## config.mk

```make
export PLATFORM = sky130hd
export DESIGN_NAME = tts_ram
export DESIGN_NICKNAME = d
export VERILOG_FILES = /design/src/hw/rtl/tts_ram.sv
export SDC_FILE = /design/constraint.sdc
export NUM_CORES = 2
export LEC_CHECK = 0
export ABC_AREA = 1
export ABC_CLOCK_PERIOD_IN_PS = 5500
export BUFFER_PORTS_ARGS = -buffer_cell sky130_fd_sc_hd__buf_2
export CAP_MARGIN = 20
export CORE_ASPECT_RATIO = 0.9
export CORE_MARGIN = 3
export CORE_UTILIZATION = 40
export CTS_CLUSTER_SIZE = 25
export DETAILED_ROUTE_END_ITERATION = 7
export PLACE_DENSITY = 0.53
export SYNTH_ARGS = -nofsm -noshare
export SYNTH_HDL_FRONTEND = slang
export SYNTH_SLANG_ARGS = --single-unit
```

## constraint.sdc

```tcl
create_clock -name clk_i -period 5.5 [get_ports clk_i]
set_input_delay 0.825 -clock clk_i [delete_from_list [all_inputs] [get_ports clk_i]]
set_output_delay 0.825 -clock clk_i [all_outputs]
set_load 0.005 [all_outputs]
```

## src/hw/rtl/tts_ram.sv

```systemverilog
// Generic single write port RAM with registered read.
module tts_ram #(
  parameter int WIDTH = 32,
  parameter int DEPTH = 64
) (
  input  logic                     clk_i,
  input  logic                     we_i,
  input  logic [$clog2(DEPTH)-1:0] waddr_i,
  input  logic [WIDTH-1:0]         wdata_i,
  input  logic [$clog2(DEPTH)-1:0] raddr_i,
  output logic [WIDTH-1:0]         rdata_o
);

  logic [WIDTH-1:0] mem_q [DEPTH];
  logic [WIDTH-1:0] rdata_q;

  always_ff @(posedge clk_i) begin
    if (we_i) begin
      mem_q[waddr_i] <= wdata_i;
    end
    rdata_q <= mem_q[raddr_i];
  end

  assign rdata_o = rdata_q;

endmodule

```

* Word level (Yosys, flattened, before mapping) *
Memory sizes are Yosys's and may differ from the RTL's. A register that Yosys moved wholly into a read port is not among the register bits.
Index checks and enable logic that the tools add are counted.

operators by class
  multiplexer cells = 2

operator list
  cell     number
  $mux W1  2

word-level totals
  register bits = 0
  bits in writable memories = 2048
  input bits = 46
  output and inout bits = 32
  logic and storage cells = 3
  memories = 1

memories
  name   words  width  read ports  clocked after Yosys merged registers in  wr ports  RTL line  text
  mem_q  64     32     1           1                                        1         14        logic [WIDTH-1:0] mem_q [DEPTH];

* Longest topological paths before layout *
  word-level depth = 2
  mapped depth = 13
  mapped depth without buffers = 9

* Least setup slack after synthesis *
Ideal clock, no wire load.

  kind = in2reg
  start point = input port we_i
  end point = memory mem_q[48][0] (enable)
  library setup time = 502 ps
  arrival time = 4453 ps
  required time = 4998 ps
  slack = 545 ps
  stages = 3
  cell sequence = clkbuf_1 -> nand4_1 -> nor4_1

on the way
  longest elaborated chain between the ends = 2

ends and longest elaborated chain
  what                           RTL line  text
  start, declared                7         input logic we_i,
  $mux W1                        18        if (we_i) begin
  $mux W1 (implied by the code)  19        mem_q[waddr_i] <= wdata_i;
  end, declared                  14

Every way passes these cells.

==> results.yml <==
finish:
  fillers: 18300
  syn2layout_area_growth_pct: 12.6
  finalNonFillerCells: 9668
  final_common_cell: "nand2_1"
  final_area_mm2: 0.0932
  layout-drive-gt1-share_pct: 8.74
  final_cell_mix: "2,248 x nand2_1, 2,048 x edfxtp_1, 1,907 x nand3_1"
  fin_nets: 6829
drt:
  detail-route-antenna-nets: 0
  num_vias: 54000
  drtIter0Drc: 6424
  wl_met2_um: 116000
  drc_errors: 0
  highest_layer: "met4"
  wl_met1_um: 114000
  drt-wirelength-per-cell_um: 26.7
  drt-pass1-iter-count: 6
  wl_met3_um: 21500
  viasPerCell: 5.59
  wl_um: 258000
setup_path:
  crit_path_end_kind: "flop"
  r2r-start: "mem_q[15][4]$_DFFE_PP_"
  crit_arrival_ns: 4.13
  critPathRequiredTime_ns: 6.20
  r2r_end: "rdata_o[4]$_DFF_P_"
  critPathLaunchType: "input pin"
  reg2reg_depth: 8
  ff2ff_setup_slack_ns: 3.57
  critPathKind: "input pin to flop"
  crit_fanout: 92
  startpoint: "raddr_i[1]"
power_and_ir_drop:
  power.ir.vdd_worst_mv: 0.301
  total_power_mw: 33.6
  powerDensity_mw_per_mm2: 361
  leakagePower_nw: 32.5
timing:
  fmax_mhz: 291
  worst_pin_slew_ns: 1.28
  layout_min_cycle_time_ns: 3.43
  slew_headroom_pct: 14.8
  finalCritPeriodShare_pct: 62.4
  hold_viol_final: 0
  setup_tns_ns: 0
  setup_ws_ns: 2.07
  rsz0062_at_grt: "no"
  drv_slew: 0
  fin_worst_skew_ns: 0.0337
  setup-violations-final: 0
cts:
  root_buffer: "clkbuf_16"
  cts_hold_buf: 0
  htree_levels: 4
  postCtsSetupBuffers: 0
  cts.sinks: 2080
  cts_buffer_depth: 3
  clk_pin_slew_ns: 0.06
  insertion_delay_ns: 0.84
  cts_buffers: 209
  tritoncts: "done"
  cts_resized: 0
die:
  coreArea_mm2: 0.204
  fp.dieW_um: 485
  start_util_pct: 40.5
  row_count: 157
  die_y_um: 437
  die_area_mm2: 0.212
  io_pins: 78
logic_synthesis:
  yosysSeqAreaShare_pct: 75.1
  synth-seq-cells: 2080
  synth-edff-count: 2048
  syn-num-nets: 6815
  synth_flop_cell: "edfxtp_1"
  synth_area_mm2: 0.0827
  netlist_instances: 6769
  async_flop_share_pct: 0
  ys_types: 16
  synth_area_per_cell_um2: 12.2
  yosysWarnings: 0
run_status:
  status: "finished clean"
place:
  port_buffers: 77
  dp_cells: 9274
  place_ws_ns: 1.25
  place_congestion: 0.817
  dpl.hpwl_um: 138000
  placed_cell_area_mm2: 0.0866
grt:
  antenna_found_initial: 22
  grt_usage_pct: 23.9
  grt_pass1_vias: 50900
  grt_pass1_wl_um: 372000
  grt_max_degree: 178
  grt-ovfl-total: 0
hold_path:
  min_path_type: "input pin to flop"
  min_path_cells: 1
  min_from: "wdata_i[26]"
  whs_endpoint: "mem_q[57][26]$_DFFE_PP_"
job:
  drv_cap: 0
## per-stage QoR
stage | utilization [%] | hold WS, ns
after global routing | 45.6 | 0.260
after global placement | 42.3 | 0.798
final | 45.6 | 0.295
after detailed placement | 42.3 | 0.793
after CTS | 45.6 | 0.247
after floorplan | - | 0.721
## Yosys cell counts (8+ instances only)
library cell | number | area (µm²)
edfxtp_1 | 2048 | 61500
nor4_1 | 8 | 50.1
buf_4 | 45 | 338
nor2_1 | 56 | 210
nand4_1 | 9 | 56.3
dfxtp_1 | 32 | 641
buf_2 | 282 | 1410
nand2_1 | 2248 | 8440
nand3_1 | 1907 | 9540
clkbuf_1 | 77 | 289
inv_1 | 9 | 33.8
buf_1 | 40 | 150
## metal layers
layer | global-route usage (%) | up-vias
met4 | 6.59 | 0
met1 | 35.6 | 27300
met3 | 4.25 | 339
li1 | - | 24200
met2 | 36.0 | 2248
met5 | 0 | -
## critical path, cell delays in order
cell and delay (ns):
buf_8 0.24, inv_8 0.52, buf_12 0.40, buf_4 0.49, nand3_1 0.13, nand3_1 0.13, nand2_1 0.06, nand2_1 0.05
nand3_1 0.34, nand3_1 0.53, nand2_1 0.11
## how the worst max path moves through the flow
stage	end	slack (ns)	depth (start not counted)
after floorplan	mem_q[48][0]$_DFFE_PP_	0.55	3
after global routing	rdata_o[4]$_DFF_P_	2.04	11
after global placement	rdata_o[4]$_DFF_P_	1.28	11
final	rdata_o[4]$_DFF_P_	2.07	11
after CTS	rdata_o[4]$_DFF_P_	2.16	11
after detailed placement	rdata_o[4]$_DFF_P_	1.25	11
## registers in the layout (all words and copies together), names as in the netlist
register	count
rdata_o	32
mem_q	2048
## layout make-up
type | count | area, µm² | area share (%)
multi-input combinational | 4228 | 18800 | 20.1
tap | 2703 | 3380 | 3.63
sequential | 2080 | 62100 | 66.7
inverter | 12 | 82.6 | 0.0886
clock inverter | 104 | 921 | 0.988
antenna | 10 | 25.0 | 0.0268
timing repair buffer | 252 | 2220 | 2.39
clock buffer | 279 | 5660 | 6.07
## logic make-up after synthesis
logic type,after synthesis,synth area share [%]
buf+inv,461,2.78
flops,2080,75.1
simple gates,4228,22.1
## report_power, final
group	switching (mW)	internal [mW]
sequential	0.0834	17.5
clock	6.03	7.81
combinational	1.66	0.479
(Power assumes the default switching activity.)
