## src/hw/rtl/tts_pkg.sv

```systemverilog
// Shared types, constants and saturating helper of the tridiagonal solver.
package tts_pkg;

  localparam int DATA_W        = 32;
  localparam int DEF_MAX_ROWS  = 64;
  localparam int DEF_FRAC_BITS = 16;
  localparam int CNT_W         = 7;

  localparam logic [1:0] STAT_OK    = 2'd0;
  localparam logic [1:0] STAT_PIVOT = 2'd1;
  localparam logic [1:0] STAT_FEW   = 2'd2;
  localparam logic [1:0] STAT_CAP   = 2'd3;

  localparam logic signed [DATA_W-1:0] Q_MAX = 32'sh7fff_ffff;
  localparam logic signed [DATA_W-1:0] Q_MIN = 32'sh8000_0000;

  typedef struct packed {
    logic [CNT_W-1:0] rows;
    logic [1:0]       err;
    logic             few;
  } job_t;

  typedef struct packed {
    logic                     start;
    logic signed [DATA_W-1:0] num1;
    logic signed [DATA_W-1:0] num2;
    logic signed [DATA_W-1:0] den;
  } div_req_t;

  typedef struct packed {
    logic                     done;
    logic                     zero;
    logic signed [DATA_W-1:0] q1;
    logic signed [DATA_W-1:0] q2;
  } div_rsp_t;

  typedef struct packed {
    logic lo;
    logic up;
    logic rh;
    logic an;
  } wr_en_t;

  function automatic logic signed [DATA_W-1:0] qsub(input logic signed [DATA_W-1:0] a,
                                                    input logic signed [DATA_W-1:0] b);
    logic [DATA_W:0] s;
    s = {a[DATA_W-1], a} - {b[DATA_W-1], b};
    if (s[DATA_W] != s[DATA_W-1]) begin
      return s[DATA_W] ? Q_MIN : Q_MAX;
    end
    return s[DATA_W-1:0];
  endfunction

endpackage

```

## src/hw/rtl/tts_front.sv

```systemverilog
// Row intake: counts rows, flags overflow and posts a solve job on the last row.
module tts_front #(
  parameter int MAX_ROWS = tts_pkg::DEF_MAX_ROWS
) (
  input  logic                        clk_i,
  input  logic                        rst_ni,
  input  logic                        in_valid_i,
  output logic                        in_stall_o,
  input  logic                        last_row_i,
  input  logic                        hold_i,
  output logic                        wr_en_o,
  output logic [$clog2(MAX_ROWS)-1:0] waddr_o,
  output logic                        job_push_o,
  output tts_pkg::job_t               job_o
);
  import tts_pkg::*;

  localparam int AW = $clog2(MAX_ROWS);

  logic [CNT_W-1:0] cnt_q, cnt_d, rows_new;
  logic [1:0]       err_q, err_d, err_new;
  logic             acc, room;

  assign in_stall_o = hold_i;
  assign acc        = in_valid_i & ~hold_i;
  assign room       = cnt_q < CNT_W'(MAX_ROWS);
  assign rows_new   = cnt_q + CNT_W'(room);
  assign err_new    = room ? err_q : STAT_CAP;

  assign wr_en_o    = acc & room;
  assign waddr_o    = cnt_q[AW-1:0];
  assign job_push_o = acc & last_row_i;
  assign job_o      = '{rows: rows_new, err: err_new, few: (rows_new < CNT_W'(4))};

  always_comb begin
    cnt_d = cnt_q;
    err_d = err_q;
    if (acc) begin
      if (last_row_i) begin
        cnt_d = '0;
        err_d = STAT_OK;
      end else begin
        cnt_d = rows_new;
        err_d = err_new;
      end
    end
  end

  always_ff @(posedge clk_i or negedge rst_ni) begin
    if (!rst_ni) begin
      cnt_q <= '0;
      err_q <= STAT_OK;
    end else begin
      cnt_q <= cnt_d;
      err_q <= err_d;
    end
  end

endmodule

```

## config.mk

```make
export PLATFORM = sky130hd
export DESIGN_NAME = tts_front
export DESIGN_NICKNAME = d
export VERILOG_FILES = /design/src/hw/rtl/tts_pkg.sv /design/src/hw/rtl/tts_front.sv
export SDC_FILE = /design/constraint.sdc
export NUM_CORES = 1
export LEC_CHECK = 0
export ABC_AREA = 1
export BUFFER_PORTS_ARGS = -buffer_cell sky130_fd_sc_hd__buf_2
export CAP_MARGIN = 20
export CORE_AREA = 2 2 39 41
export CTS_BUF_LIST = sky130_fd_sc_hd__clkbuf_2
export DETAILED_ROUTE_END_ITERATION = 12
export DIE_AREA = 0 0 41 43
export PLACE_DENSITY_LB_ADDON = 0.3
export SYNTH_ARGS = -nofsm -noshare
export SYNTH_HDL_FRONTEND = slang
export SYNTH_SLANG_ARGS = --single-unit
```

## constraint.sdc

```tcl
create_clock -name clk_i -period 1.75 [get_ports clk_i]
set_clock_uncertainty 0.05 [all_clocks]
set_input_delay 0.35 -clock clk_i [delete_from_list [all_inputs] [get_ports clk_i]]
set_output_delay 0.35 -clock clk_i [all_outputs]
set_load 0.01 [all_outputs]
```

==> Yosys cells after proc, flatten, opt, wreduce, memory -nomap -nowiden <==
Cells that the tools add are included.
{ "word_totals": {"register_bits": 9, "output_inout_bits": 19, "wordCells": 12} }
{ "op_classes": {"n_addsub": 1, "magnitude_cmp": 2, "muxes": 3, "bitwise": 4} }
{ "op_table": {"columns": ["op", "n"], "rows": [
  ["$add A7 B1 Y7", 1],
  ["$lt A7 B3 Y1 const B", 1],
  ["$lt A7 B7 Y1 const B", 1],
  ["$mux W7", 1],
  ["$mux W2", 2],
  ["$and A1 B1 Y1", 3],
  ["$not A1 Y1", 1]
]} }

==> Depth between registers and ports, before layout <==
{ "logic_depth": {"word_depth": 3, "mapped_depth": 9} }

==> Worst setup path before layout <==
No wires, ideal clock.
{ "synth_timing": {"kind": "register to output", "from": "register cnt_q[6]", "to": "output port job_o[0] (netlist bit)", "arrival_ns": 1.259, "slack_ns": 0.091, "path_stages_with_launch": 9, "n_path_buf": 0, "cell_sequence": "dfrtp_1 inv_1 ha_1 nand2_1 nor2_2 nand3_1 nand2_2 nand2_1 nor2_2"} }
{ "synth_lines": {"columns": ["element", "line_no", "source"], "rows": [
  ["start, declared", "tts_front.sv:20", "logic [CNT_W-1:0] cnt_q, cnt_d, rows_new;"],
  ["start signal, assigned", "tts_front.sv:54", "cnt_q <= cnt_d;"],
  ["end, declared", "tts_front.sv:14", "output tts_pkg::job_t job_o"]
]} }

==> metrics.txt <==
Worst Setup SP=cnt_q[6]$_DFFE_PN0P_; Post-Synthesis Cell Area=618 um2; Slew headroom=0.832; CTS root buffer=clkbuf_2; antenna violations before repair=0; post-route minimum period=1970 ps; initial core utilization=0.447; number of synthesized register bits=9; Final Core Density=0.619; nets@finish=approximately 120; initial DRC count=21; critical path arrival=between 1500 and 2000 ps; worst slew pin tran=roughly 250 ps; CTS tree=yes; Req. time, crit path=approximately 1400 ps; failing checks=negative setup slack; Max Cap Viol=0; min-delay src=last_row_i; # H-tree levels=1; sequential area share after synthesis=0.364; fmax=a little over 0.5 GHz; total I/O pin count=24; Placement Setup Slack=12.8 ps; Routability Congestion=~0.80; Crit. End Element=primary output; die width=a little over 40 um; syn_area_per_cell=between 7 and 8 um2; Initial DRT Pass Iterations=4; Total Wirelength=between 1000 and 1500 um; first-pass GRT wire length=roughly 2400 um; CTS Buffer Depth=2; grt ovf=0; Syn Inst Count=84; yosys warns=0; synthesized net count=between 90 and 100; Layout area overhead=38.7%; final cell count without fillers=131; Antenna Nets Post-Route=0; Final Cycle Share=1.12; Final WS setup=-216 ps; row cnt=14; Min Hold Slack=between 300 and 400 ps; Port Buffers=23; largest net degree at the start of global routing=10; kind of critical path=flop to primary output; worst r2r src=cnt_q[6]$_DFFE_PN0P_; maximum vdd drop=between 0.4 and 0.5 mV; die height=approximately 43 um; total die area=around 1800 um2; Core Area=approximately 1400 um2; vias in the first global route=around 600; Total Power=about 610 uW; fillers=130; hpwl dp=approximately 1100 um; DRC=0; CTS Buf Count=3; GR Util All Layers=0.205; # clock sinks=9; share of cells above drive strength 1=0.504; final hold violation count=0; vias=~620; Hold/Removal Path Class=input pin to flop; WL/cell=11.1 um; Crit Path Max Fanout=3; Slew Viols, Final=0; Cell Pwr Density=712 nW/um2; DP Cell Count=120; RSZ-0062 raised after global routing=yes; Pleak=about 0.00053 uW; Clock Pin Slew Worst Setup and Hold Paths=around 100 ps; crit path launch type=flop; outcome=finished, violations left; n_diodes=0; synth unique cells=20; final setup fails=6; Clk Latency, worst-skew pair=250 ps; Via density=roughly 4.7
metal layers:
metal	routed length [um]	GRT usage
met5	0	0
met4	31	0.140
met1	555	0.234
met3	104	0.0314
met2	762	0.328
synthesized netlist by cell type:
cell	number	area [um2]
a21oi_1	2	10.0
buf_4	7	52.6
clkinv_1	1	3.75
dfrtp_1	9	225
ha_1	2	25.0
inv_1	16	60.1
nand2_1	21	78.8
nand2_2	4	25.0
nand2_4	1	11.3
nand3_1	4	20.0
nand3_2	1	10.0
nand4_1	1	6.26
nor2_1	2	7.51
nor2_2	3	18.8
nor2_4	1	11.3
o21ai_0	1	5.00
o21ai_1	4	20.0
o22ai_1	2	12.5
or2_2	1	6.26
xor2_1	1	8.76
metrics by stage:
stage / setup TNS (ps) / instance area, um2
floorplan: 0 / 618
global placement: 0 / 731
detailed placement: 0 / 731
CTS: -903 / 842
global route: -1510 / 857
finish: -874 / 857
final cells by class:
type                    count  area [um2]  share of cell area
clock buffers               4        20.0              0.0234
inverters                  17        63.8              0.0745
multi-input cells          51         323               0.377
flip-flops and latches      9         226               0.264
well taps                  16        20.0              0.0234
repair buffers             34         204               0.238
final timing paths:
check                                            end  slack (ps)  cells past startpoint
worst min-delay path            cnt_q[0]$_DFFE_PN0P_         320                      4
worst max register to register  cnt_q[5]$_DFFE_PN0P_         340                      9
worst min register to register  err_q[0]$_DFFE_PN0P_         480                      2
min in group asynchronous       cnt_q[0]$_DFFE_PN0P_         420                      2
max in group asynchronous       cnt_q[0]$_DFFE_PN0P_        1030                      2
worst max-delay path                        job_o[0]        -220                      9
power by group:
part / switching [uW] / internal (uW) / total [uW]
Sequential: 25.4 / 227 / 252
Combinational: 110 / 107 / 218
Clock: 78.9 / 60.7 / 140
Total: 215 / 395 / 610
layout by cell type, fill, tap and decap left out, types with 2 or more instances in the layout:
cell / Yosys / layout
buf_2: 0 / 23
nand2_1: 21 / 18
inv_1: 16 / 14
buf_4: 7 / 9
dfrtp_1: 9 / 8
nand2_2: 4 / 6
clkbuf_2: 0 / 4
nor2_2: 3 / 3
nand3_1: 4 / 3
o21ai_1: 4 / 3
nand2_4: 1 / 2
inv_2: 0 / 2
nand3_2: 1 / 2
nor2_1: 2 / 2
o22ai_1: 2 / 2
a21oi_1: 2 / 2
ha_4: 0 / 2
cell families (layout without fill, tap and decap cells):
family                   after synthesis  in the layout  share of synthesized area
AND/OR/NAND/NOR                       39             39                      0.316
buffers and inverters                 24             55                      0.188
AO/OA/AOI/OAI                          9              9                     0.0769
flip-flops                             9              9                      0.364
adder cells (fa/ha/maj)                2              2                     0.0405
XOR/XNOR                               1              1                     0.0142
registers in the layout, indices dropped and copies added (netlist names):
| register | count |
|---|---|
| err_q | 2 |
| cnt_q | 7 |
what timing repair did:
item	4_1_cts	5_1_grt
endpoints found under the hold margin	9	0
hold buffers	1	0
pin swaps	10	4
setup endpoints to repair	6	7
resized for setup	11	3
setup buffers	5	1
critical path: stages (launching register included):
cell and delay, ps:
dfrtp_1 400, inv_2 120, ha_4 160, nand2_4 70, nor2_4 130, nand2_2 60, nand2_2 80, nand3_2 80
nor2_2 100, buf_2 120
Power figures use the tool's default switching activity.
