File: config.mk
export PLATFORM = sky130hd
export DESIGN_NAME = tts_back
export DESIGN_NICKNAME = d
export VERILOG_FILES = /design/src/hw/rtl/tts_pkg.sv /design/src/hw/rtl/tts_back.sv
export SDC_FILE = /design/constraint.sdc
export NUM_CORES = 2
export LEC_CHECK = 0
export BUFFER_PORTS_ARGS = -buffer_cell sky130_fd_sc_hd__buf_4
export CORE_ASPECT_RATIO = 0.7
export CORE_MARGIN = 2
export CORE_UTILIZATION = 64
export DETAILED_ROUTE_END_ITERATION = 7
export PLACE_DENSITY_LB_ADDON = 0.2
export RECOVER_POWER = 25
export REMOVE_ABC_BUFFERS = 1
export SLEW_MARGIN = 10
export SYNTH_ARGS = -nofsm -noshare
export SYNTH_HDL_FRONTEND = slang
export SYNTH_SLANG_ARGS = --single-unit
File: constraint.sdc
create_clock -name clk_i -period 21.2 [get_ports clk_i]
set_input_delay 1.06 -clock clk_i [delete_from_list [all_inputs] [get_ports clk_i]]
set_output_delay 1.06 -clock clk_i [all_outputs]
set_load 0.01 [all_outputs]
File: src/hw/rtl/tts_pkg.sv
// Shared types, constants and saturating helper of the tridiagonal solver.
package tts_pkg;

  localparam int DATA_W        = 32;
  localparam int DEF_MAX_ROWS  = 64;
  localparam int DEF_FRAC_BITS = 16;
  localparam int CNT_W         = 7;

  localparam logic [1:0] STAT_OK    = 2'd0;
  localparam logic [1:0] STAT_PIVOT = 2'd1;
  localparam logic [1:0] STAT_FEW   = 2'd2;
  localparam logic [1:0] STAT_CAP   = 2'd3;

  localparam logic signed [DATA_W-1:0] Q_MAX = 32'sh7fff_ffff;
  localparam logic signed [DATA_W-1:0] Q_MIN = 32'sh8000_0000;

  typedef struct packed {
    logic [CNT_W-1:0] rows;
    logic [1:0]       err;
    logic             few;
  } job_t;

  typedef struct packed {
    logic                     start;
    logic signed [DATA_W-1:0] num1;
    logic signed [DATA_W-1:0] num2;
    logic signed [DATA_W-1:0] den;
  } div_req_t;

  typedef struct packed {
    logic                     done;
    logic                     zero;
    logic signed [DATA_W-1:0] q1;
    logic signed [DATA_W-1:0] q2;
  } div_rsp_t;

  typedef struct packed {
    logic lo;
    logic up;
    logic rh;
    logic an;
  } wr_en_t;

  function automatic logic signed [DATA_W-1:0] qsub(input logic signed [DATA_W-1:0] a,
                                                    input logic signed [DATA_W-1:0] b);
    logic [DATA_W:0] s;
    s = {a[DATA_W-1], a} - {b[DATA_W-1], b};
    if (s[DATA_W] != s[DATA_W-1]) begin
      return s[DATA_W] ? Q_MIN : Q_MAX;
    end
    return s[DATA_W-1:0];
  endfunction

endpackage

File: src/hw/rtl/tts_back.sv
// Solve sequencer: two-way elimination, middle solve, outward substitution, output.
module tts_back #(
  parameter int MAX_ROWS  = tts_pkg::DEF_MAX_ROWS,
  parameter int FRAC_BITS = tts_pkg::DEF_FRAC_BITS
) (
  input  logic                                   clk_i,
  input  logic                                   rst_ni,
  input  logic                                   job_valid_i,
  input  tts_pkg::job_t                          job_i,
  output logic                                   job_pop_o,
  output logic                                   busy_o,
  output logic [$clog2(MAX_ROWS)-1:0]            raddr_o,
  output logic [$clog2(MAX_ROWS)-1:0]            waddr_o,
  output tts_pkg::wr_en_t                        wr_en_o,
  output logic signed [tts_pkg::DATA_W-1:0]      wr_coef_o,
  output logic signed [tts_pkg::DATA_W-1:0]      wr_rhs_o,
  output logic signed [tts_pkg::DATA_W-1:0]      wr_ans_o,
  input  logic signed [tts_pkg::DATA_W-1:0]      rd_lo_i,
  input  logic signed [tts_pkg::DATA_W-1:0]      rd_ce_i,
  input  logic signed [tts_pkg::DATA_W-1:0]      rd_up_i,
  input  logic signed [tts_pkg::DATA_W-1:0]      rd_rh_i,
  input  logic signed [tts_pkg::DATA_W-1:0]      rd_an_i,
  output tts_pkg::div_req_t                      div_req_o,
  input  tts_pkg::div_rsp_t                      div_rsp_i,
  output logic                                   out_valid_o,
  input  logic                                   out_stall_i,
  output logic signed [tts_pkg::DATA_W-1:0]      solution_o,
  output logic                                   final_res_o,
  output logic [1:0]                             status_o
);
  import tts_pkg::*;

  localparam int AW = $clog2(MAX_ROWS);

  localparam logic [3:0] BS_IDLE = 4'd0;
  localparam logic [3:0] BS_RD   = 4'd1;
  localparam logic [3:0] BS_LAT  = 4'd2;
  localparam logic [3:0] BS_M1   = 4'd3;
  localparam logic [3:0] BS_M2   = 4'd4;
  localparam logic [3:0] BS_M3   = 4'd5;
  localparam logic [3:0] BS_M4   = 4'd6;
  localparam logic [3:0] BS_M5   = 4'd7;
  localparam logic [3:0] BS_WAIT = 4'd8;
  localparam logic [3:0] BS_ORD  = 4'd9;
  localparam logic [3:0] BS_OLD  = 4'd10;
  localparam logic [3:0] BS_FEW  = 4'd11;

  localparam logic [2:0] PH_FWD  = 3'd0;
  localparam logic [2:0] PH_BWD  = 3'd1;
  localparam logic [2:0] PH_MID  = 3'd2;
  localparam logic [2:0] PH_SUBU = 3'd3;
  localparam logic [2:0] PH_SUBD = 3'd4;

  logic [3:0]               state_q, state_d;
  logic [2:0]               ph_q, ph_d;
  logic                     pivot_q, pivot_d;
  logic                     ov_q, ov_d;
  job_t                     job_q, job_d;
  logic [AW-1:0]            idx_q, idx_d;
  logic signed [DATA_W-1:0] lo_q, lo_d, ce_q, ce_d, up_q, up_d, rh_q, rh_d;
  logic signed [DATA_W-1:0] pu_q, pu_d, pr_q, pr_d, fu_q, fu_d, fr_q, fr_d;
  logic signed [DATA_W-1:0] t_q, t_d, num_q, num_d, pa_q, pa_d, ak_q, ak_d;
  logic signed [DATA_W-1:0] sol_q, sol_d;
  logic                     fin_q, fin_d;
  logic [1:0]               stat_q, stat_d;
  logic signed [2*DATA_W-1:0] prod_q, prod_d;
  logic signed [DATA_W-1:0] mul_a, mul_b, x, y, qm, ans;
  logic [CNT_W-1:0]         rows_m1, half_m1;
  logic [AW-1:0]            nm1, kk;
  logic                     out_free, mid;

  function automatic logic signed [DATA_W-1:0] qmul(input logic signed [2*DATA_W-1:0] p);
    logic signed [2*DATA_W-1:0] s;
    s = p >>> FRAC_BITS;
    if (s[2*DATA_W-1:DATA_W-1] != {(DATA_W+1){s[2*DATA_W-1]}}) begin
      return s[2*DATA_W-1] ? Q_MIN : Q_MAX;
    end
    return s[DATA_W-1:0];
  endfunction

  assign rows_m1 = job_q.rows - CNT_W'(1);
  assign half_m1 = (job_q.rows >> 1) - CNT_W'(1);
  assign nm1     = rows_m1[AW-1:0];
  assign kk      = half_m1[AW-1:0];
  assign mid     = (ph_q == PH_MID);
  assign x       = (ph_q == PH_FWD || ph_q == PH_SUBU) ? lo_q : up_q;
  assign y       = (ph_q == PH_FWD) ? up_q : lo_q;
  assign qm      = qmul(prod_q);
  assign ans     = qsub(rh_q, qm);
  assign prod_d  = mul_a * mul_b;

  assign out_free    = ~ov_q | ~out_stall_i;
  assign busy_o      = (state_q != BS_IDLE);
  assign raddr_o     = idx_q;
  assign waddr_o     = idx_q;
  assign wr_coef_o   = div_rsp_i.q1;
  assign wr_rhs_o    = div_rsp_i.q2;
  assign wr_ans_o    = (state_q == BS_WAIT) ? div_rsp_i.q1 : ans;
  assign out_valid_o = ov_q;
  assign solution_o  = sol_q;
  assign final_res_o = fin_q;
  assign status_o    = stat_q;

  always_comb begin
    state_d   = state_q;
    ph_d      = ph_q;
    pivot_d   = pivot_q;
    ov_d      = ov_q;
    job_d     = job_q;
    idx_d     = idx_q;
    lo_d      = lo_q;
    ce_d      = ce_q;
    up_d      = up_q;
    rh_d      = rh_q;
    pu_d      = pu_q;
    pr_d      = pr_q;
    fu_d      = fu_q;
    fr_d      = fr_q;
    t_d       = t_q;
    num_d     = num_q;
    pa_d      = pa_q;
    ak_d      = ak_q;
    sol_d     = sol_q;
    fin_d     = fin_q;
    stat_d    = stat_q;
    job_pop_o = 1'b0;
    wr_en_o   = '0;
    mul_a     = x;
    mul_b     = pu_q;
    div_req_o = '{start: 1'b0, num1: y, num2: ans, den: t_q};

    if (ov_q && !out_stall_i) begin
      ov_d = 1'b0;
    end

    unique case (state_q)
      BS_M1: begin
        if (mid) begin
          mul_a = up_q;
        end else if (ph_q == PH_SUBU || ph_q == PH_SUBD) begin
          mul_b = pa_q;
        end
      end
      BS_M2: begin
        mul_a = mid ? lo_q : x;
        mul_b = mid ? fu_q : pr_q;
      end
      BS_M3: begin
        mul_a = up_q;
        mul_b = pr_q;
      end
      BS_M4: begin
        mul_a = lo_q;
        mul_b = fr_q;
      end
      default: ;
    endcase

    unique case (state_q)
      BS_IDLE: begin
        if (job_valid_i) begin
          job_pop_o = 1'b1;
          job_d     = job_i;
          pivot_d   = 1'b0;
          if (job_i.few) begin
            state_d = BS_FEW;
          end else begin
            ph_d    = PH_FWD;
            idx_d   = '0;
            pu_d    = '0;
            pr_d    = '0;
            state_d = BS_RD;
          end
        end
      end
      BS_RD: state_d = BS_LAT;
      BS_LAT: begin
        lo_d    = rd_lo_i;
        ce_d    = rd_ce_i;
        up_d    = rd_up_i;
        rh_d    = rd_rh_i;
        state_d = BS_M1;
      end
      BS_M1: state_d = BS_M2;
      BS_M2: begin
        if (ph_q == PH_SUBU || ph_q == PH_SUBD) begin
          wr_en_o.an = 1'b1;
          pa_d       = ans;
          state_d    = BS_RD;
          if (ph_q == PH_SUBU) begin
            if (idx_q == nm1) begin
              ph_d  = PH_SUBD;
              idx_d = kk - AW'(1);
              pa_d  = ak_q;
            end else begin
              idx_d = idx_q + AW'(1);
            end
          end else if (idx_q == '0) begin
            idx_d   = '0;
            state_d = BS_ORD;
          end else begin
            idx_d = idx_q - AW'(1);
          end
        end else begin
          t_d     = qsub(ce_q, qm);
          state_d = BS_M3;
        end
      end
      BS_M3: begin
        if (mid) begin
          t_d     = qsub(t_q, qm);
          state_d = BS_M4;
        end else begin
          div_req_o.start = 1'b1;
          state_d         = BS_WAIT;
        end
      end
      BS_M4: begin
        num_d   = ans;
        state_d = BS_M5;
      end
      BS_M5: begin
        div_req_o = '{start: 1'b1, num1: qsub(num_q, qm), num2: '0, den: t_q};
        state_d   = BS_WAIT;
      end
      BS_WAIT: begin
        if (div_rsp_i.done) begin
          pivot_d = pivot_q | div_rsp_i.zero;
          state_d = BS_RD;
          unique case (ph_q)
            PH_FWD: begin
              wr_en_o.up = 1'b1;
              wr_en_o.rh = 1'b1;
              if (idx_q == kk - AW'(1)) begin
                fu_d  = div_rsp_i.q1;
                fr_d  = div_rsp_i.q2;
                pu_d  = '0;
                pr_d  = '0;
                ph_d  = PH_BWD;
                idx_d = nm1;
              end else begin
                pu_d  = div_rsp_i.q1;
                pr_d  = div_rsp_i.q2;
                idx_d = idx_q + AW'(1);
              end
            end
            PH_BWD: begin
              wr_en_o.lo = 1'b1;
              wr_en_o.rh = 1'b1;
              pu_d       = div_rsp_i.q1;
              pr_d       = div_rsp_i.q2;
              if (idx_q == kk + AW'(1)) begin
                ph_d  = PH_MID;
                idx_d = kk;
              end else begin
                idx_d = idx_q - AW'(1);
              end
            end
            PH_MID: begin
              wr_en_o.an = 1'b1;
              ak_d       = div_rsp_i.q1;
              pa_d       = div_rsp_i.q1;
              ph_d       = PH_SUBU;
              idx_d      = kk + AW'(1);
            end
            default: state_d = BS_IDLE;
          endcase
        end
      end
      BS_ORD: state_d = BS_OLD;
      BS_OLD: begin
        if (out_free) begin
          ov_d   = 1'b1;
          sol_d  = rd_an_i;
          fin_d  = (idx_q == nm1);
          stat_d = pivot_q ? STAT_PIVOT : job_q.err;
          if (idx_q == nm1) begin
            state_d = BS_IDLE;
          end else begin
            idx_d   = idx_q + AW'(1);
            state_d = BS_ORD;
          end
        end
      end
      BS_FEW: begin
        if (out_free) begin
          ov_d    = 1'b1;
          sol_d   = '0;
          fin_d   = 1'b1;
          stat_d  = STAT_FEW;
          state_d = BS_IDLE;
        end
      end
      default: state_d = BS_IDLE;
    endcase
  end

  always_ff @(posedge clk_i or negedge rst_ni) begin
    if (!rst_ni) begin
      state_q <= BS_IDLE;
      ph_q    <= PH_FWD;
      pivot_q <= 1'b0;
      ov_q    <= 1'b0;
    end else begin
      state_q <= state_d;
      ph_q    <= ph_d;
      pivot_q <= pivot_d;
      ov_q    <= ov_d;
    end
  end

  always_ff @(posedge clk_i) begin
    job_q  <= job_d;
    idx_q  <= idx_d;
    lo_q   <= lo_d;
    ce_q   <= ce_d;
    up_q   <= up_d;
    rh_q   <= rh_d;
    pu_q   <= pu_d;
    pr_q   <= pr_d;
    fu_q   <= fu_d;
    fr_q   <= fr_d;
    t_q    <= t_d;
    num_q  <= num_d;
    pa_q   <= pa_d;
    ak_q   <= ak_d;
    sol_q  <= sol_d;
    fin_q  <= fin_d;
    stat_q <= stat_d;
    prod_q <= prod_d;
  end

endmodule
# == After elaboration in Yosys (flattened, before gate mapping) ==
# Index checks and enable logic that the tools add are counted.
# classes
add_sub_neg,10
multipliers,1
n_eq_ne,39
n_mux,118
n_bitwise,4
reduce_logical,28
# op_table
operator,count
$mux 32,38
$pmux 32 s2,7
$pmux 32 s4,2
$sub 32x32->33,4
$mux 96,1
$mux 6,11
$mul 32x32->64,1
$pmux 4 s12,1
$mux 4,11
$mux 3,9
$mux 1,26
$ne 2x2->1 const B,12
$pmux 6 s4,1
$sub 6x1->6 const B,4
$eq 6x6->1,3
$pmux 3 s3,2
$pmux 6 s3,1
$eq 4x3->1 const B,4
$eq 4x4->1 const B,4
$ne 16x16->1,1
$add 6x1->6 const B,2
$reduce_and 3->1,4
$reduce_and 4->1,3
$reduce_and 10->1,1
other kinds (28),47
# totals
reg_bits,507
in_bits,240
out_inout_bits,247
wordCells,223

# == Depth between registers and ports, before layout ==
# logic_depth
ltp_word,11
depth_mapped,41
ltp_nobuf,35

# == Least setup slack after synthesis ==
# OpenSTA, ideal clock, no wires.
# synth_timing
path_type,register to register
startpoint,register state_q[1]
endpoint,register ce_q[0] (enable)
setup_time_ns,0.772
arrival_time_ns,9.634
t_required_ns,20.428
slack_ns,10.794
stages_incl_launch_ff,5
path_cell_list,dfrtp_1 -> clkbuf_1 -> clkbuf_1 -> nand2b_1 -> nor3_1
# synth_between
elab_chain_cells,1
# synth_lines
item,line_no,text
from (decl),tts_back.sv:54,"logic [3:0] state_q, state_d;"
from (signal assigned),tts_back.sv:305,state_q <= state_d;
$eq 4x2->1,tts_back.sv:159,unique case (state_q)
to (signal assigned),tts_back.sv:316,ce_q <= ce_d;
to (decl),tts_back.sv:60,"logic signed [DATA_W-1:0] lo_q, lo_d, ce_q, ce_d, up_q, up_d, rh_q, rh_d;"
# No other way between the ends.
# A chain may end at the register's enable or synchronous reset.

# == Final worst setup path ==
# layout_timing
startpoint,register ph_q[2]
endpoint,register prod_q[60]
# layout_between
elab_chain_cells,6
word_cells_on_any_way,15
classes_between,mul (1); eq/ne (3); mux (8); reduce/logical (3)
# layout_lines
item,line_no,text
from (decl),tts_back.sv:55,"logic [2:0] ph_q, ph_d;"
from (signal assigned),tts_back.sv:306,ph_q <= ph_d;
"$eq 3x2->1, or another cell as far along","tts_back.sv:86, tts_back.sv:140",
"$logic_or 1x1->1, on equally long branches","tts_back.sv:86, tts_back.sv:140",
"$mux 32, on equally long branches","tts_back.sv:86, tts_back.sv:140",
"$mux 32, on equally long branches","tts_back.sv:145, tts_back.sv:138",
$pmux 32 s4,tts_back.sv:136,unique case (state_q)
$mul 32x32->64 *,tts_back.sv:90,assign prod_d = mul_a * mul_b;
via prod_d[60],tts_back.sv:66,"logic signed [2*DATA_W-1:0] prod_q, prod_d;"
to (signal assigned),tts_back.sv:330,prod_q <= prod_d;
to (decl),tts_back.sv:66,
# The timed path passes the listed nets; every way through them passes the cells marked *.

==> results.sh <==
export IMPL_final_period_utilization_pct=58.0
export IMPL_clockBufferDepth=3
export IMPL_dr_pass1_iters=8
export IMPL_multiInputGateArea_sq_um=43500
export IMPL_hp_class="input pin to asynchronous set/reset pin"
export IMPL_io_buffers=486
export IMPL_clock_sinks=491
export IMPL_fin_nets=8523
export IMPL_regArea_sq_um=14200
export IMPL_hold_violations=0
export IMPL_grt_setup_unrepaired="false"
export IMPL_dp_hpwl_um=182000
export IMPL_wl_um=236000
export IMPL_crit_top_cell="fa_1"
export IMPL_h_tree_depth=2
export IMPL_viasPerCell=6.33
export IMPL_yosys_top_cells_area="fa_1 (34%), edfxtp_1 (21%), inv_1 (6.6%)"
export IMPL_fin_util_pct=71.3
export IMPL_synth_largest_area_cell="fa_1"
export IMPL_crit_type="flip-flop to flip-flop"
export IMPL_critical_path_buf_inv_count=4
export IMPL_outcome="complete, but fails checks"
export IMPL_max_freq_mhz=81.4
export IMPL_setup_viol=0
export IMPL_first_global_vias=52199
export IMPL_synth_top_flop_cell="edfxtp_1"
export IMPL_finalInstanceArea_sq_um=69800
export IMPL_max_slew_margin_pct=-77.0
export IMPL_crit_fanout=54
export IMPL_io_pins=487
export IMPL_rows=96
export IMPL_cts_tree="done"
export IMPL_drt_iter0_drc=7566
export IMPL_layout_min_cycle_time_ps=12290
export IMPL_grt_max_degree=65
export IMPL_skew_ps=47.2
export IMPL_yosys_warnings=0
export IMPL_yosysUniqueCellTypes=78
export IMPL_cts_buffers=52
export IMPL_dieHeight_um=267
export IMPL_insertion_delay_ps=680
export IMPL_slowest_stage="a221oi_1"
export IMPL_ys_seq_elements=491
export IMPL_initial_core_util_pct=64.5
export IMPL_fillers=7592
export IMPL_crit_cells=30
export IMPL_root_buffer="clkbuf_16"
export IMPL_regMostFlops="prod_q"
export IMPL_grt_pass1_wl_um=342000
export IMPL_cp_arrival_ps=12890
export IMPL_drv_slew=76
export IMPL_grt_usage_pct=47.3
export IMPL_cp_required_ps=21800
export IMPL_postSynthCellCount=6580
export IMPL_final_cell_mix="inv_1 (1,116), fa_1 (1,085), nand2_1 (868)"
export IMPL_place_area_sq_um=68300
export IMPL_hold_buffers=0
export IMPL_holdWs_ps=348
export IMPL_use_met2_pct=64.2
export IMPL_largest_reg_flops=48
export IMPL_syn_area_per_cell_sq_um=9.59
export IMPL_synth_top_area_share_pct=34.4
export IMPL_cp_endpoint="prod_q[60]"
export IMPL_drc_errors=1
export IMPL_die_w_um=379
export IMPL_core_sq_um=97900
export IMPL_drive_above_1_share_pct=10.4
export IMPL_vias=52243
export IMPL_max_cap_violations=2
export IMPL_syn_area_sq_um=63100
export IMPL_seq_area_frac_synth_pct=22.5
export IMPL_cts_clk_slew_worst_paths_ps=80
export IMPL_worstMarginPinSlew_ps=2660
export IMPL_wl_per_cell_um=28.5
export IMPL_ff2ff_path_depth=30
export IMPL_grt_use_met3_pct=22.2
export IMPL_area_growth_pct=10.5
export IMPL_setup_tns_ps=0
export IMPL_place_gp_congestion=1.06
export IMPL_worstSetupEndpointType="flip-flop"
export IMPL_post_cts_setup_buffer_count=0
export IMPL_ctsResizeCount=0
export IMPL_start_kind="flip-flop"
export IMPL_final_common_cell="inv_1"
export IMPL_dieArea_sq_um=101000
export IMPL_synthArstFlopShare_pct=1.83
export IMPL_synth_edf_count=434
export IMPL_antenna_found_initial=17
export IMPL_r2r_end="prod_q[60]"
export IMPL_path_delay_family="compound AO/OA/AOI/OAI gates"
export IMPL_top_usage_layer="met1"
export IMPL_grt_use_met1_pct=64.7
export IMPL_drt_antenna_violating_nets=0
export IMPL_grt_ovfl_total=0
export IMPL_cp_startpoint="ph_q[2]"
export IMPL_violations="design-rule violations, max-capacitance violations, max-slew violations"
export IMPL_reg2reg_from="ph_q[2]"
export IMPL_worst_r2r_setup_slack_ps=8910
export IMPL_max_stage_delay_ps=1030
-- per-layer routing --
layer / vias up / share of wire, % / wire length, um
met2: 4221 / 40 / 94500
met4: 18 / 5.3 / 12500
li1: 21541 / - / -
met3: 806 / 18 / 42300
met1: 25657 / 37 / 86200
met5: - / 0.11 / 252
-- worst register-to-register path: cells and delay by family (launching register included) --
| family | cells | cell delay, ps |
|---|---|---|
| DFF | 1 | 820 |
| buffers and inverters | 4 | 1160 |
| AOI/OAI and AO/OA | 12 | 4630 |
| adders and majority gates | 9 | 4210 |
| and+or+nand+nor | 4 | 1300 |
| xor gates and xnor gates | 1 | 120 |
-- Yosys cell counts (all sizes together) (14+ instances only) --
library cell,count
ha,316
a21o,145
mux2i,48
edfxtp,434
o21ai,176
a221o,24
or3,20
nor2,682
a22oi,59
maj3,18
o21a,30
fa,1085
buf,91
o22ai,15
a32oi,27
nor2b,32
and2,117
o21bai,28
a31oi,24
nand3,60
a21oi,244
mux2,34
o211ai,14
inv,1117
nand2,870
xnor2,131
a211oi,22
a221oi,27
nand2b,36
dfxtp,48
xor2,66
and3,16
nand4,27
nor3,45
clkbuf,278
-- layout make-up --
cell class,count,area share [%]
flip-flops and latches,491,20.4
multi-input cells,4601,62.4
inverters,1119,6.02
repair buffers,617,6.10
diodes,10,0.0359
well taps,1323,2.37
clock buffers,63,1.97
clock inverters,35,0.694
-- cell families (layout without fill, tap and decap cells) --
kind of cell / Yosys count / in the layout / synth area share (%)
flip-flops: 491 / 491 / 22.5
AO/OA/AOI/OAI: 937 / 937 / 9.84
adder cells (fa/ha/maj): 1419 / 1419 / 41.0
XOR/XNOR: 197 / 197 / 2.73
AND/OR/NAND/NOR: 1966 / 1966 / 13.3
multiplexers: 82 / 82 / 1.37
buffers and inverters: 1488 / 1834 / 9.28
other: 0 / 10 / 0
-- worst min-delay path by stage --
stage	start	endpoint	slack, ps	cells after the start
floorplan	pivot_q	pivot_q	480	2
global placement	job_q[1]	status_o[0]	510	1
detailed placement	job_q[1]	status_o[0]	520	1
CTS	rst_ni	state_q[1]	190	1
global route	rst_ni	state_q[1]	360	1
finish	rst_ni	state_q[1]	350	1
-- through the flow --
step                cells  setup WS [ps]
floorplan            6211           6850
global placement     8151           9660
detailed placement   8151           9330
CTS                  8249           9320
global route         8252           8500
finish               8259           8910
Power is left out: the tool's default activity adds up to more than one toggle a clock period on the data nets, which glitch-free logic cannot reach.
